$ cat config.mk
export PLATFORM = sky130hd
export DESIGN_NAME = path_name_hash_flat
export DESIGN_NICKNAME = d
export VERILOG_FILES = /design/src/pnh_pkg.sv /design/src/pnh_channels.sv /design/src/pnh_mul.sv /design/src/pnh_mix.sv /design/src/path_name_hash.sv /design/src/flat_wrapper.sv
export SDC_FILE = /design/constraint.sdc
export NUM_CORES = 2
export LEC_CHECK = 0
export BUFFER_PORTS_ARGS = -buffer_cell sky130_fd_sc_hd__buf_2
export CAP_MARGIN = 10
export CORE_UTILIZATION = 60
export CTS_BUF_LIST = sky130_fd_sc_hd__clkbuf_4 sky130_fd_sc_hd__clkbuf_8 sky130_fd_sc_hd__clkbuf_16
export CTS_CLUSTER_SIZE = 28
export DETAILED_ROUTE_END_ITERATION = 10
export GPL_ROUTABILITY_DRIVEN = 0
export PLACE_DENSITY_LB_ADDON = 0.15
export SYNTH_ARGS = -nofsm -noshare
export SYNTH_HDL_FRONTEND = slang
export SYNTH_HIERARCHICAL = 1
export SYNTH_SLANG_ARGS = --single-unit
$ cat constraint.sdc
create_clock -name clock -period 9.48 [get_ports clock]
set_clock_uncertainty 0.1 [all_clocks]
set_input_delay 1.896 -clock clock [delete_from_list [all_inputs] [get_ports clock]]
set_output_delay 1.896 -clock clock [all_outputs]
set_load 0.05 [all_outputs]
$ cat src/pnh_pkg.sv
// shared constants and state types for the path name hash
package pnh_pkg;

   localparam int MAX_CHARS_DEF = 256;
   localparam int CHAR_W        = 8;
   localparam int WORD_W        = 32;

   // closing words mixed after the string
   localparam logic [31:0] TAIL_WORD0 = 32'h9BE7_4448;
   localparam logic [31:0] TAIL_WORD1 = 32'h66F4_2C48;

   // state after reset or reload
   localparam logic [31:0] ROT_INIT = 32'hF4FA_8928;
   localparam logic [31:0] A_INIT   = 32'h37A8_470E;
   localparam logic [31:0] C_INIT   = 32'h7758_B42B;

   // round constants
   localparam logic [31:0] B_KEY  = 32'h267B_0B11;
   localparam logic [31:0] D1_OR  = 32'h0204_0801;
   localparam logic [31:0] D1_AND = 32'hBFEF_7FDF;
   localparam logic [31:0] D2_OR  = 32'h0080_4021;
   localparam logic [31:0] D2_AND = 32'h7DFE_FBFF;

   // round sequencer of the mixing unit
   typedef enum logic [4:0] {
      M_IDLE = 5'b00001,
      M_MUL1 = 5'b00010,
      M_MUL2 = 5'b00100,
      M_FIN1 = 5'b01000,
      M_FIN2 = 5'b10000
   } mix_state_type;

   // item sequencer of the top level
   typedef enum logic [6:0] {
      ST_IDLE  = 7'b0000001,
      ST_CHAR  = 7'b0000010,
      ST_CLOSE = 7'b0000100,
      ST_PART  = 7'b0001000,
      ST_TAIL0 = 7'b0010000,
      ST_TAIL1 = 7'b0100000,
      ST_EMIT  = 7'b1000000
   } seq_state_type;

endpackage

$ cat src/pnh_channels.sv
// valid/ready channel interfaces for character items and hash results
interface pnh_req_if;
   logic                         valid;
   logic                         ready;
   logic [pnh_pkg::CHAR_W-1:0]   char_code;
   logic                         has_char;
   logic                         last;

   modport source (output valid, output char_code, output has_char, output last,
                   input ready);
   modport sink   (input valid, input char_code, input has_char, input last,
                   output ready);
endinterface

interface pnh_rsp_if;
   logic                         valid;
   logic                         ready;
   logic [pnh_pkg::WORD_W-1:0]   hash;

   modport source (output valid, output hash, input ready);
   modport sink   (input valid, input hash, output ready);
endinterface

$ cat src/pnh_mul.sv
// registered 32x32 unsigned multiplier shared by both products of a round
module pnh_mul (
   input  logic        clock,
   input  logic [31:0] mul_x,
   input  logic [31:0] mul_y,
   output logic [63:0] prod
);

   logic [63:0] prod_ff;
   logic [63:0] prod_in;

   assign prod_in = {32'b0, mul_x} * {32'b0, mul_y};

   always_ff @(posedge clock) begin
      prod_ff <= prod_in;
   end

   assign prod = prod_ff;

endmodule

$ cat src/pnh_mix.sv
// one mixing round per start, stepped through the shared multiplier
module pnh_mix (
   input  logic        clock,
   input  logic        reset,
   input  logic        start,
   input  logic [31:0] word,
   input  logic        reload,
   output logic [31:0] acc_a,
   output logic [31:0] acc_c,
   output logic        done
);

   pnh_pkg::mix_state_type state_ff, state_in;
   logic [31:0] rot_ff, rot_in;
   logic [31:0] acc_a_ff, acc_a_in;
   logic [31:0] acc_c_ff, acc_c_in;
   logic [31:0] a_op_ff, a_op_in;
   logic [31:0] c_op_ff, c_op_in;
   logic [31:0] d1_ff, d1_in;
   logic [31:0] d2_ff, d2_in;
   logic [32:0] sum_ff, sum_in;

   logic [31:0] rot_rl, b_key, a_x, c_x;
   logic [31:0] mul_x, mul_y;
   logic [63:0] prod;
   logic [31:0] lo, hi;
   logic [32:0] sum_a, sum_c;

   pnh_mul u_mul (
      .clock (clock),
      .mul_x (mul_x),
      .mul_y (mul_y),
      .prod  (prod)
   );

   // operand preparation for a fresh word
   assign rot_rl = {rot_ff[30:0], rot_ff[31]};
   assign b_key  = pnh_pkg::B_KEY ^ rot_rl;
   assign a_x    = acc_a_ff ^ word;
   assign c_x    = acc_c_ff ^ word;

   assign lo = prod[31:0];
   assign hi = prod[63:32];

   // a: lo + hi + (hi != 0); c: lo + 2*hi + carry of 2*hi
   assign sum_a = {1'b0, lo} + {1'b0, hi} + {32'b0, (hi != 32'b0)};
   assign sum_c = {1'b0, lo} + {1'b0, hi[30:0], 1'b0} + {32'b0, hi[31]};

   // second product uses the c operand
   assign mul_x = (state_ff == pnh_pkg::M_MUL2) ? c_op_ff : a_op_ff;
   assign mul_y = (state_ff == pnh_pkg::M_MUL2) ? d2_ff : d1_ff;

   always_comb begin
      state_in = state_ff;
      rot_in   = rot_ff;
      acc_a_in = acc_a_ff;
      acc_c_in = acc_c_ff;
      a_op_in  = a_op_ff;
      c_op_in  = c_op_ff;
      d1_in    = d1_ff;
      d2_in    = d2_ff;
      sum_in   = sum_ff;
      case (state_ff)
         pnh_pkg::M_IDLE: begin
            if (start) begin
               rot_in   = rot_rl;
               a_op_in  = a_x;
               c_op_in  = c_x;
               d1_in    = ((b_key + c_x) | pnh_pkg::D1_OR) & pnh_pkg::D1_AND;
               d2_in    = ((b_key + a_x) | pnh_pkg::D2_OR) & pnh_pkg::D2_AND;
               state_in = pnh_pkg::M_MUL1;
            end
         end
         pnh_pkg::M_MUL1: begin
            state_in = pnh_pkg::M_MUL2;
         end
         pnh_pkg::M_MUL2: begin
            sum_in   = sum_a;
            state_in = pnh_pkg::M_FIN1;
         end
         pnh_pkg::M_FIN1: begin
            acc_a_in = sum_ff[31:0] + {31'b0, sum_ff[32]};
            sum_in   = sum_c;
            state_in = pnh_pkg::M_FIN2;
         end
         pnh_pkg::M_FIN2: begin
            acc_c_in = sum_ff[31:0] + {30'b0, sum_ff[32], 1'b0};
            state_in = pnh_pkg::M_IDLE;
         end
         default: begin
            state_in = pnh_pkg::M_IDLE;
         end
      endcase
      if (reload) begin
         rot_in   = pnh_pkg::ROT_INIT;
         acc_a_in = pnh_pkg::A_INIT;
         acc_c_in = pnh_pkg::C_INIT;
      end
   end

   always_ff @(posedge clock) begin
      if (reset) begin
         state_ff <= pnh_pkg::M_IDLE;
         rot_ff   <= pnh_pkg::ROT_INIT;
         acc_a_ff <= pnh_pkg::A_INIT;
         acc_c_ff <= pnh_pkg::C_INIT;
      end else begin
         state_ff <= state_in;
         rot_ff   <= rot_in;
         acc_a_ff <= acc_a_in;
         acc_c_ff <= acc_c_in;
      end
   end

   always_ff @(posedge clock) begin
      a_op_ff <= a_op_in;
      c_op_ff <= c_op_in;
      d1_ff   <= d1_in;
      d2_ff   <= d2_in;
      sum_ff  <= sum_in;
   end

   assign acc_a = acc_a_ff;
   assign acc_c = acc_c_ff;
   assign done  = (state_ff == pnh_pkg::M_FIN2);

endmodule

$ cat src/path_name_hash.sv
// top level of the path name hash: character intake, word packing and round sequencing
//
// usage
//  - req channel: one item per character, with has_char and last flags;
//    a zero character or one beyond MAX_CHARS is dropped, last still acts
//  - rsp channel: one hash item for every request item that carries last
//  - upper-case letters fold to lower case and '/' becomes '\' before packing
// intake and rounds
//  - an item that does not complete a word and is not last leaves req ready high
//  - an item completing a 32-bit word holds req ready low for one round,
//    set by the five-step round through the one multiplier
//  - a last item runs up to three rounds (the word it completes or a partial
//    word, then two closing words) plus the close and emit states
//  - one item at a time; req ready is high only while the sequencer is idle
// reset and stalls
//  - synchronous reset loads the initial hash state and empties the packer
//  - the hash sits in an output register; a new string may be taken while it
//    waits, but the next hash is held back until the receiver takes the old one
module path_name_hash #(
   parameter int MAX_CHARS = pnh_pkg::MAX_CHARS_DEF
) (
   input  logic      clock,
   input  logic      reset,
   pnh_req_if.sink   req,
   pnh_rsp_if.source rsp
);

   localparam int CNT_W = $clog2(MAX_CHARS + 1);

   pnh_pkg::seq_state_type state_ff, state_in;
   logic             issued_ff, issued_in;
   logic             last_ff, last_in;
   logic [23:0]      pack_ff, pack_in;
   logic [CNT_W-1:0] count_ff, count_in;
   logic [31:0]      word_ff, word_in;
   logic [31:0]      hash_ff, hash_in;
   logic             rsp_valid_ff, rsp_valid_in;

   logic        accept;
   logic        take;
   logic [7:0]  adj;
   logic [1:0]  pos;
   logic        mix_state;
   logic        mix_start;
   logic        mix_done;
   logic        reload;
   logic [31:0] mix_word;
   logic [31:0] acc_a, acc_c;

   // case folding and separator swap
   function automatic logic [7:0] adjust_char(input logic [7:0] ch);
      logic [7:0] r;
      r = ch;
      if (ch inside {[8'h41:8'h5A]}) begin
         r = ch + 8'h20;
      end else if (ch == 8'h2F) begin
         r = 8'h5C;
      end
      return r;
   endfunction

   pnh_mix u_mix (
      .clock  (clock),
      .reset  (reset),
      .start  (mix_start),
      .word   (mix_word),
      .reload (reload),
      .acc_a  (acc_a),
      .acc_c  (acc_c),
      .done   (mix_done)
   );

   assign req.ready = (state_ff == pnh_pkg::ST_IDLE);
   assign accept    = req.valid && req.ready;

   // character kept only if nonzero and below the length limit
   assign take = req.has_char && (req.char_code != 8'h00) &&
                 (count_ff < CNT_W'(MAX_CHARS));
   assign adj  = adjust_char(req.char_code);
   assign pos  = count_ff[1:0];

   // kick one round on the first cycle of each mixing state
   assign mix_state = state_ff inside {pnh_pkg::ST_CHAR, pnh_pkg::ST_PART,
                                       pnh_pkg::ST_TAIL0, pnh_pkg::ST_TAIL1};
   assign mix_start = mix_state && !issued_ff;

   always_comb begin
      case (state_ff)
         pnh_pkg::ST_CHAR:  mix_word = word_ff;
         pnh_pkg::ST_PART:  mix_word = {8'b0, pack_ff};
         pnh_pkg::ST_TAIL0: mix_word = pnh_pkg::TAIL_WORD0;
         pnh_pkg::ST_TAIL1: mix_word = pnh_pkg::TAIL_WORD1;
         default:           mix_word = word_ff;
      endcase
   end

   always_comb begin
      state_in     = state_ff;
      last_in      = last_ff;
      pack_in      = pack_ff;
      count_in     = count_ff;
      word_in      = word_ff;
      hash_in      = hash_ff;
      rsp_valid_in = rsp_valid_ff && !rsp.ready;
      reload       = 1'b0;

      if (mix_done) begin
         issued_in = 1'b0;
      end else if (mix_start) begin
         issued_in = 1'b1;
      end else begin
         issued_in = issued_ff;
      end

      case (state_ff)
         pnh_pkg::ST_IDLE: begin
            if (accept) begin
               last_in  = req.last;
               state_in = req.last ? pnh_pkg::ST_CLOSE : pnh_pkg::ST_IDLE;
               if (take) begin
                  count_in = count_ff + CNT_W'(1);
                  case (pos)
                     2'd0: pack_in = pack_ff | {16'b0, adj};
                     2'd1: pack_in = pack_ff | {8'b0, adj, 8'b0};
                     2'd2: pack_in = pack_ff | {adj, 16'b0};
                     default: begin
                        // fourth byte completes a word
                        word_in  = {adj, pack_ff};
                        pack_in  = 24'b0;
                        state_in = pnh_pkg::ST_CHAR;
                     end
                  endcase
               end
            end
         end
         pnh_pkg::ST_CHAR: begin
            if (mix_done) begin
               state_in = last_ff ? pnh_pkg::ST_CLOSE : pnh_pkg::ST_IDLE;
            end
         end
         pnh_pkg::ST_CLOSE: begin
            // a partial word is mixed zero-padded
            state_in = (count_ff[1:0] != 2'b00) ? pnh_pkg::ST_PART : pnh_pkg::ST_TAIL0;
         end
         pnh_pkg::ST_PART: begin
            if (mix_done) begin
               state_in = pnh_pkg::ST_TAIL0;
            end
         end
         pnh_pkg::ST_TAIL0: begin
            if (mix_done) begin
               state_in = pnh_pkg::ST_TAIL1;
            end
         end
         pnh_pkg::ST_TAIL1: begin
            if (mix_done) begin
               state_in = pnh_pkg::ST_EMIT;
            end
         end
         pnh_pkg::ST_EMIT: begin
            // wait until the output register is free
            if (!rsp_valid_ff || rsp.ready) begin
               hash_in      = acc_a ^ acc_c;
               rsp_valid_in = 1'b1;
               reload       = 1'b1;
               pack_in      = 24'b0;
               count_in     = '0;
               last_in      = 1'b0;
               state_in     = pnh_pkg::ST_IDLE;
            end
         end
         default: begin
            state_in = pnh_pkg::ST_IDLE;
         end
      endcase
   end

   always_ff @(posedge clock) begin
      if (reset) begin
         state_ff     <= pnh_pkg::ST_IDLE;
         issued_ff    <= 1'b0;
         last_ff      <= 1'b0;
         pack_ff      <= 24'b0;
         count_ff     <= '0;
         rsp_valid_ff <= 1'b0;
      end else begin
         state_ff     <= state_in;
         issued_ff    <= issued_in;
         last_ff      <= last_in;
         pack_ff      <= pack_in;
         count_ff     <= count_in;
         rsp_valid_ff <= rsp_valid_in;
      end
   end

   always_ff @(posedge clock) begin
      word_ff <= word_in;
      hash_ff <= hash_in;
   end

   assign rsp.valid = rsp_valid_ff;
   assign rsp.hash  = hash_ff;

endmodule

$ cat src/flat_wrapper.sv
// flat-port wrapper written by rule: the top's interface ports become plain ports
module path_name_hash_flat 
#(
   parameter int MAX_CHARS = pnh_pkg::MAX_CHARS_DEF
)
  (clock, reset, req_valid, req_char_code, req_has_char, req_last, req_ready, rsp_valid, rsp_hash, rsp_ready);
  pnh_req_if req_i ();
  pnh_rsp_if rsp_i ();
  input  logic clock;
  input  logic reset;
  input wire logic [$bits(req_i.valid)-1:0] req_valid;
  input wire logic [$bits(req_i.char_code)-1:0] req_char_code;
  input wire logic [$bits(req_i.has_char)-1:0] req_has_char;
  input wire logic [$bits(req_i.last)-1:0] req_last;
  output wire logic [$bits(req_i.ready)-1:0] req_ready;
  output wire logic [$bits(rsp_i.valid)-1:0] rsp_valid;
  output wire logic [$bits(rsp_i.hash)-1:0] rsp_hash;
  input wire logic [$bits(rsp_i.ready)-1:0] rsp_ready;
  assign req_i.valid = req_valid;
  assign req_i.char_code = req_char_code;
  assign req_i.has_char = req_has_char;
  assign req_i.last = req_last;
  assign req_ready = req_i.ready;
  assign rsp_valid = rsp_i.valid;
  assign rsp_hash = rsp_i.hash;
  assign rsp_i.ready = rsp_ready;
  path_name_hash #(.MAX_CHARS(MAX_CHARS)) u_core (.clock(clock), .reset(reset), .req(req_i), .rsp(rsp_i));
endmodule
==> flow_summary.ini <==
[outcome]
status = complete, no violations

[setup_path]
crit_arrival_ns = 9.50
critPathBufInv = 6
rrSetupSlack_ns = 0.39
required_ns = 9.89
path_class = reg -> reg
critPathLaunchType = register
cp_top_family = adder cells
max_stage_delay_ns = 0.56
critPathCaptureType = register
reg2reg_to = u_core/u_mix/u_mul/prod[61]$_DFF_P_
r2r_start = u_core/u_mix/state_ff[3]$_SDFFE_PP0P_
crit_top_cell = fa_1
r2r_cells = 29
cp_max_fo = 29
cpMaxStageDelayCell = fa_1

[global_route]
grt_max_degree = 92
grt_pass1_vias = 42747
grt_overflow = 0
grt_use_total_pct = 33.52
grt_pass1_wl_um = 242400
antenna_found_initial = 3

[cts]
htreeDepth = 2
cts_tree = built
cts.sinks = 417
clk_latency_ns = 0.60
postCtsSetupBuffers = 0
clkTransAtPathRegs_ns = 0.06
cts_buffers = 43
cts_root_buf = clkbuf_16
clock_path_buffers = 3

[yosys]
ys_ff_latch = 417
synthArstFlopShare_pct = 0
yosysSeqAreaShare_pct = 18.82
syn_area_sq_mm = 0.05549
synth_ff_type = edfxtp_1
synth_compound_area_share_pct = 8.891
synth_cell_types = 90
syn-mean-instance-area_sq_um = 9.265
synth_top_family_by_area = adder cells
muxShareOfSynthArea_pct = 0.2007
yosys_warnings = 6
synth-adder-area-share_pct = 41.36
synth-simple-area-share_pct = 17.69
synth_xor_area_share_pct = 4.704
syn_inst = 5989
synth_edf_count = 209

[route]
highest_layer = met5
drtIter0Drc = 3232
route.met3.wl_um = 13410
dr.pass1.iters = 8
drc_errors = 0
avgRoutedWirePerCell_um = 21.53
vias = 41848
wl_met1_um = 63460
drt.antenna.violating_nets = 0
vias_per_cell = 5.880
dr_wl_met2_um = 70900
routed_wl_um = 153200

[finish]
fin_nets = 7200
utilization_pct = 63.77
drive_gt1_share_pct = 4.707
syn_to_final_growth_pct = 5.349
fill_cells = 7679
finalNonFillerCells = 7117

[die]
fp.dieH_um = 306.1
num_io_pins = 48
rows = 111
die_area_sq_mm = 0.09370
core_area_sq_mm = 0.09166
die_x_um = 306.1
initial_core_util_pct = 60.53

[power]
leakage_nw = 27.35
ir_drop_uv = 182.1
fin_total_pwr_w = 0.007701
power.density_mw_per_mm2 = 131.7

[timing]
hold_viol_final = 0
finalCriticalPeriod_ns = 9.091
rsz0062_at_grt = false
post-route-period-util_pct = 95.89
setup_tns_ns = 0
slew_headroom_pct = 19.77
drv_slew = 0
setup_viol = 0
worstMarginPinSlew_ns = 1.203
fmax_mhz = 110.0

[hold_path]
hold_class = reg -> reg
whs_path_depth = 0
whs_endpoint = u_core/word_ff[6]$_DFFE_PP_
hold_start = u_core/pack_ff[6]$_SDFFE_PP0P_

[placed_design]
placedCellCount = 7033
port_buffers = 47
dp_hpwl_um = 118800

[run]
cap_violations = 0
## layout by cell type (no fill, tap or decap), types with 14 or more instances in the layout
cell type  netlist  layout
o211ai_1        59      59
or3_1           28      28
edfxtp_1       209     209
nor3_1          45      45
buf_4            1      90
o21bai_1        26      26
o21ai_0        116     116
o21a_1          19      19
nand4_1         39      39
fa_1           900     900
and3_1          21      21
inv_1          924     923
xnor2_1        130     130
nand2_1        868     863
nand3_1         79      79
o31ai_1         23      22
nor4_1          22      22
buf_2            6      47
dfxtp_1        208     208
nor2_1         187     186
a31oi_1         18      18
nor2b_1         20      20
clkbuf_16        0      43
or2_2           14      14
xor2_1         168     168
nand2b_1        19      19
a21oi_1        226     226
ha_1           394     394
a211oi_1        50      50
a21o_1          85      85
and2_1         615     614
## per-layer routing
layer | global-route usage (%) | up-vias
met5 | 0 | -
met4 | 11.34 | 2
met3 | 5.862 | 289
met2 | 54.10 | 1660
met1 | 45.90 | 21145
li1 | - | 18752
## flip-flops by register name (all words and copies together) (netlist names), 7 cells and up
name and count:
u_core/u_mix/d2_ff 24, u_core/u_mix/d1_ff 24, u_core/u_mix/c_op_ff 32, u_core/word_ff 32, u_core/u_mix/acc_c 32, u_core/u_mix/sum_ff 33, u_core/u_mix/acc_a 32, u_core/u_mix/u_mul/prod 64
u_core/count_ff 9, u_core/state_ff 7, u_core/rsp.hash 32, u_core/u_mix/rot_ff 32, u_core/u_mix/a_op_ff 32, u_core/pack_ff 24
## metrics by stage
stage | hold WS [ns] | instance area, sq um | worst slack [ns]
4_1_cts | 0.3302 | 58410 | 0.3791
2_1_floorplan | 0.3082 | 55500 | 1.158
3_5_place_dp | 0.3157 | 56980 | 0.4335
3_3_place_gp | 0.3087 | 56980 | 0.5306
6_report | 0.3278 | 58450 | 0.3892
5_1_grt | 0.3389 | 58440 | 0.008710
## layout make-up
type	instances	area [sq um]	area share [%]
clock buffers	53	1176	2.012
multi-input cells	4353	40470	69.23
repair buffers	151	1147	1.963
flip-flops and latches	417	10440	17.86
well taps	1186	1484	2.539
inverters	926	3483	5.959
clock inverters	27	247.7	0.4238
diodes	4	10.01	0.01712
## cells in the mapped netlist (all sizes together), types with 7 or more instances
| cell type | count | area, sq um |
|---|---|---|
| inv | 924 | 3468 |
| fa | 900 | 18020 |
| nand2 | 868 | 3258 |
| and2 | 615 | 3847 |
| ha | 394 | 4930 |
| clkbuf | 283 | 1064 |
| a21oi | 229 | 1172 |
| edfxtp | 209 | 6276 |
| dfxtp | 208 | 4164 |
| nor2 | 187 | 701.9 |
| xor2 | 168 | 1471 |
| xnor2 | 130 | 1139 |
| o21ai | 122 | 614.3 |
| a21o | 85 | 638.1 |
| nand3 | 79 | 395.4 |
| o211ai | 59 | 442.9 |
| a211oi | 52 | 400.4 |
| nor3 | 45 | 225.2 |
| nand4 | 39 | 244.0 |
| or3 | 30 | 193.9 |
| o21bai | 26 | 195.2 |
| nor4 | 23 | 158.9 |
| o31ai | 23 | 172.7 |
| and3 | 22 | 138.9 |
| nor2b | 20 | 125.1 |
| nand2b | 19 | 118.9 |
| o21a | 19 | 142.6 |
| a31oi | 18 | 112.6 |
| buf | 14 | 78.83 |
| or2 | 14 | 87.58 |
| a311oi | 13 | 126.4 |
| a21boi | 11 | 82.58 |
| a22o | 11 | 96.34 |
| mux2i | 10 | 100.1 |
| and4 | 8 | 70.07 |
| nand3b | 8 | 60.06 |
| or4 | 8 | 63.81 |
| a221oi | 7 | 73.82 |
## logic make-up after synthesis
kind of cell,after synthesis
other cells,1
xor+xnor,298
compound gates,745
buf+inv,1223
simple gates,2000
mux,11
fa+ha+maj,1294
flops,417
## power by group
part           internal (W)  switching [W]  total [W]  leakage [nW]
logic               0.00142        0.00228    0.00371          23.1
registers           0.00208       0.000203    0.00228          3.58
clock network      0.000954       0.000757    0.00171         0.695
total               0.00446        0.00324    0.00770          27.3
## repair_timing
item	CTS	global route
resized for setup	0	12
hold buffers	0	0
endpoints found under the setup margin	0	9
## worst register-to-register path, delay by kind of cell (launching register included)
| kind | cells | cell delay [ns] |
|---|---|---|
| DFF | 1 | 0.36 |
| buffers and inverters | 6 | 1.19 |
| and+or+nand+nor | 6 | 0.95 |
| AOI/OAI and AO/OA | 7 | 1.80 |
| xor gates and xnor gates | 1 | 0.15 |
| adders and majority gates | 9 | 4.46 |
## worst max path at each step
| stage | startpoint | end | slack (ns) | cells past startpoint |
|---|---|---|---|---|
| after floorplan | u_core/u_mix/state_ff[3]$_SDFFE_PP0P_ | u_core/u_mix/u_mul/prod[58]$_DFF_P_ | 1.16 | 32 |
| after CTS | u_core/u_mix/state_ff[3]$_SDFFE_PP0P_ | u_core/u_mix/u_mul/prod[61]$_DFF_P_ | 0.38 | 26 |
| after global placement | u_core/u_mix/state_ff[3]$_SDFFE_PP0P_ | u_core/u_mix/u_mul/prod[63]$_DFF_P_ | 0.53 | 27 |
| final | u_core/u_mix/state_ff[3]$_SDFFE_PP0P_ | u_core/u_mix/u_mul/prod[61]$_DFF_P_ | 0.39 | 29 |
| after global routing | u_core/u_mix/state_ff[3]$_SDFFE_PP0P_ | u_core/u_mix/u_mul/prod[61]$_DFF_P_ | 0.009 | 29 |
| after detailed placement | u_core/u_mix/state_ff[3]$_SDFFE_PP0P_ | u_core/u_mix/u_mul/prod[61]$_DFF_P_ | 0.43 | 26 |
Power figures use the tool's default switching activity.
